File: src/rtl/lsc_pkg.sv
// Shared types and constants for the LIFO stack with peek and change.
// No dependencies; every other file in rtl/ imports this package.
package lsc_pkg;

    localparam int DATA_W   = 32;
    localparam int OP_W     = 3;
    localparam int POS_W    = 7;
    localparam int STATUS_W = 2;

    // Operation codes carried on the request channel
    typedef enum logic [OP_W-1:0] {
        OP_PUSH   = 3'd0,
        OP_POP    = 3'd1,
        OP_DUMP   = 3'd2,
        OP_PEEK   = 3'd3,
        OP_CHANGE = 3'd4
    } op_t;

    // Result status codes
    typedef enum logic [STATUS_W-1:0] {
        ST_OK       = 2'd0,
        ST_OVERFLOW = 2'd1,
        ST_EMPTY    = 2'd2,
        ST_BADPOS   = 2'd3
    } status_t;

    // What every cell of the chain does in a cycle
    typedef enum logic [2:0] {
        CELL_HOLD   = 3'd0,
        CELL_PUSH   = 3'd1,
        CELL_POP    = 3'd2,
        CELL_ROTATE = 3'd3,
        CELL_WRITE  = 3'd4
    } cell_cmd_t;

    // Control broadcast from the top level to all cells
    typedef struct packed {
        cell_cmd_t        cmd;
        logic [POS_W-1:0] position;
        logic [POS_W-1:0] wrap_idx;
    } cell_ctl_t;

endpackage

File: src/rtl/lsc_cell.sv
// One storage cell of the stack chain: holds the word at depth IDX+1 from the top.
// Depends on lsc_pkg for the control struct and widths.
module lsc_cell
    import lsc_pkg::*;
#(
    parameter int IDX = 0
)
(
    input  logic                     clk,
    input  cell_ctl_t                ctl,
    input  logic signed [DATA_W-1:0] value,
    input  logic signed [DATA_W-1:0] from_up,
    input  logic signed [DATA_W-1:0] from_down,
    input  logic signed [DATA_W-1:0] top_word,
    output logic signed [DATA_W-1:0] word,
    output logic signed [DATA_W-1:0] peek
);

    logic signed [DATA_W-1:0] data_reg;
    logic signed [DATA_W-1:0] data_next;
    logic                     match;
    logic                     wrap;

    // Decode this cell's own position and wrap point
    assign match = (ctl.position == POS_W'(IDX + 1));
    assign wrap  = (ctl.wrap_idx == POS_W'(IDX));

    // Pick the next word from the neighbors or the request
    always_comb
    begin
        unique case (ctl.cmd)
            CELL_HOLD:   data_next = data_reg;
            CELL_PUSH:   data_next = from_up;
            CELL_POP:    data_next = from_down;
            CELL_ROTATE: data_next = wrap ? top_word : from_down;
            CELL_WRITE:  data_next = match ? value : data_reg;
            default:     data_next = data_reg;
        endcase
    end

    // Hold the word
    always_ff @(posedge clk)
    begin
        data_reg <= data_next;
    end

    assign word = data_reg;
    assign peek = match ? data_reg : '0;

endmodule

File: config.mk
export PLATFORM = sky130hd
export DESIGN_NAME = lsc_cell
export DESIGN_NICKNAME = d
export VERILOG_FILES = /design/src/rtl/lsc_pkg.sv /design/src/rtl/lsc_cell.sv
export SDC_FILE = /design/constraint.sdc
export NUM_CORES = 1
export LEC_CHECK = 0
export BUFFER_PORTS_ARGS = -buffer_cell sky130_fd_sc_hd__buf_2
export CAP_MARGIN = 20
export CORE_UTILIZATION = 30
export CTS_CLUSTER_DIAMETER = 100
export DETAILED_ROUTE_END_ITERATION = 16
export GPL_ROUTABILITY_DRIVEN = 0
export PLACE_DENSITY = 0.7
export RECOVER_POWER = 100
export REMOVE_ABC_BUFFERS = 1
export SKIP_CTS_REPAIR_TIMING = 1
export SLEW_MARGIN = 10
export SYNTH_ARGS = -nofsm -noshare
export SYNTH_HDL_FRONTEND = slang
export SYNTH_SLANG_ARGS = --single-unit
export TNS_END_PERCENT = 5
File: constraint.sdc
create_clock -name clk -period 1.78 [get_ports clk]
set_input_delay 0.089 -clock clk [delete_from_list [all_inputs] [get_ports clk]]
set_output_delay 0.089 -clock clk [all_outputs]
set_load 0.03 [all_outputs]
==> results.yml <==
synthesis:
  ys.flop_type: "edfxtp_1"
  synth_top_cells_by_count: "nor2b_1, nor3_1"
  syn_inst: 312
  synth_seq_area_share_pct: 35.7
  synth_top_area_share_pct: 35.7
  synth_area_leaders: "edfxtp_1, o211ai_1, and2_2"
  async_reset_ff_share_pct: 0
  synth_warnings: 0
  syn_avg_cell_area_um2: 8.63
  ys_ff_latch: 32
  synth_area_leader_cell: "edfxtp_1"
  synth_edf_count: 32
  netlist_area_um2: 2690
  ys_types: 24
timing:
  slew_headroom_pct: 48.6
  finalHoldWorstSlack_ns: 0.175
  slew_violations: 0
  setup_violations: 0
  min_period_over_period_pct: 95.9
  setup_tns_ns: 0
  max_clock_freq_ghz: 0.586
  rsz0062_at_grt: "yes"
  final-hold-violation-count: 0
  tightest_slew_ns: 0.771
  period_needed_ns: 1.71
critical_path:
  setup.worst_path.start_class: "input port"
  path_class: "input port to primary output"
  cp_cell_sequence: "buf_2, or4_4, nor4b_4, buf_4, and2_2, buf_2"
  crit_required_ns: 1.69
  endpoint_kind: "primary output"
  slowest_stage: "or4_4"
  crit_top_cell: "buf_2"
  cp_max_fo: 11
  max_stage_delay_ns: 0.53
  worstPathArrival_ns: 1.62
global_routing:
  use_met2_pct: 39.0
  grt_max_degree: 65
  grt_pass1_vias: 3270
  globalRouteOverflowTotal: 0
  busiest_layer: "met2"
  grt_pass1_wl_mm: 16.4
  met1_usage_pct: 25.7
  antenna_found_initial: 0
  met3_usage_pct: 3.76
  grtUsageTotal_pct: 21.5
place:
  dp_hpwl_mm: 7.67
  dp.cells: 605
  portBuffers: 209
route:
  antenna_left: 0
  drc: 0
  dr.pass1.iters: 7
  detail_route.vias_per_cell: 5.63
  vias: 3451
  wl_per_cell_um: 17.3
  drt_iter0_markers: 187
  drt_wl_total_mm: 10.6
layout:
  layout.cells.non_filler: 613
  register_area_um2: 961
  post-route-util_pct: 44.9
  fillCellCount: 911
  n_antenna_cell: 0
  largest_reg_flops: 32
  area_growth_pct: 45.7
  multi_input_area_um2: 1590
  drive_above_1_share_pct: 46.7
  fin_nets: 650
pwr:
  p_int_mw: 1.47
  pwr-share-seq_pct: 44.2
  p_switching_mw: 0.744
  combPwrFrac_pct: 32.7
  finalPower_mw: 2.22
  swShare_pct: 33.5
  power_density_nw_per_um2: 566
  p_clk_share_pct: 23.1
  vdd_drop_max_mv: 0.235
  p_leak_nw: 1.59
die:
  coreArea_um2: 8720
  fp.dieH_um: 96.7
  die_x_um: 96.7
  dieArea_um2: 9350
  rows: 34
  start_util_pct: 30.9
  io_pins: 210
outcome:
  status: "finished, final reports clean"
job:
  maxCapViolations: 0
hold_path:
  hold_class: "input port to flop"
  whs_path_depth: 3
cts:
  ctsLongestPathBuffers: 2
  cts_sinks: 32
  cts_tree: "built"
  cts_max_level: 2
  numCtsBuffers: 5
  path_clk_slew_ns: 0.06
  clock-root-buffer: "clkbuf_8"
routing by layer:
layer  share of wire [%]  wire [um]  vias to the layer above
met5                   0          0                        -
met4                 1.3        134                        0
met3                 8.6        909                       11
met2                  50       5340                      221
met1                  40       4210                     1598
li1                    -          -                     1621
cell families after synthesis:
family | share of synthesized area [%]
and+or+nand+nor | 33.9
buffers and inverters | 6.28
DFF | 35.7
AOI/OAI and AO/OA | 24.1
power by group through the flow:
stage	logic (mW)	clock network [mW]	registers [mW]
2_1_floorplan	0.222	0	1.14
3_3_place_gp	0.736	0	0.990
3_5_place_dp	0.747	0	0.993
4_1_cts	0.748	0.545	0.978
5_1_grt	0.775	0.560	0.989
6_report	0.726	0.512	0.980
layout make-up:
cell class,count,area share (%)
clock buffers,7,1.95
clock inverters,1,0.0958
multi-input cells,238,40.4
flip-flops and latches,32,24.5
well taps,108,3.45
repair buffers,227,29.6
worst max-delay path, delay by kind of cell:
kind | cells | cell delay [ns]
buf+inv | 3 | 0.53
simple gates | 3 | 1.00
cell usage in the layout (no fill, tap or decap), drive strengths merged:
| master | count |
|---|---|
| nor2b | 33 |
| or4 | 2 |
| buf | 175 |
| and3b | 1 |
| a21o | 1 |
| nor2 | 2 |
| nor3b | 1 |
| clkinv | 1 |
| clkbuf | 59 |
| o211ai | 32 |
| edfxtp | 32 |
| nor3 | 33 |
| a31oi | 32 |
| or3b | 1 |
| nor4 | 1 |
| nand2b | 1 |
| nor4b | 1 |
| or3 | 1 |
| and2 | 32 |
| o22ai | 32 |
| nand4 | 32 |
worst paths after layout:
check                   start       end  slack [ns]
setup / recovery       ctl[9]  peek[31]        0.07
hold / removal    from_up[30]  word[30]        0.17
metrics by stage:
stage	setup WS [ns]	instance area, um2
4_1_cts	0.0289	3970
6_report	0.0726	3920
5_1_grt	-0.0128	3920
3_5_place_dp	0.0169	3890
2_1_floorplan	-0.501	2520
3_3_place_gp	0.0164	3890
(Power assumes the default switching activity.)
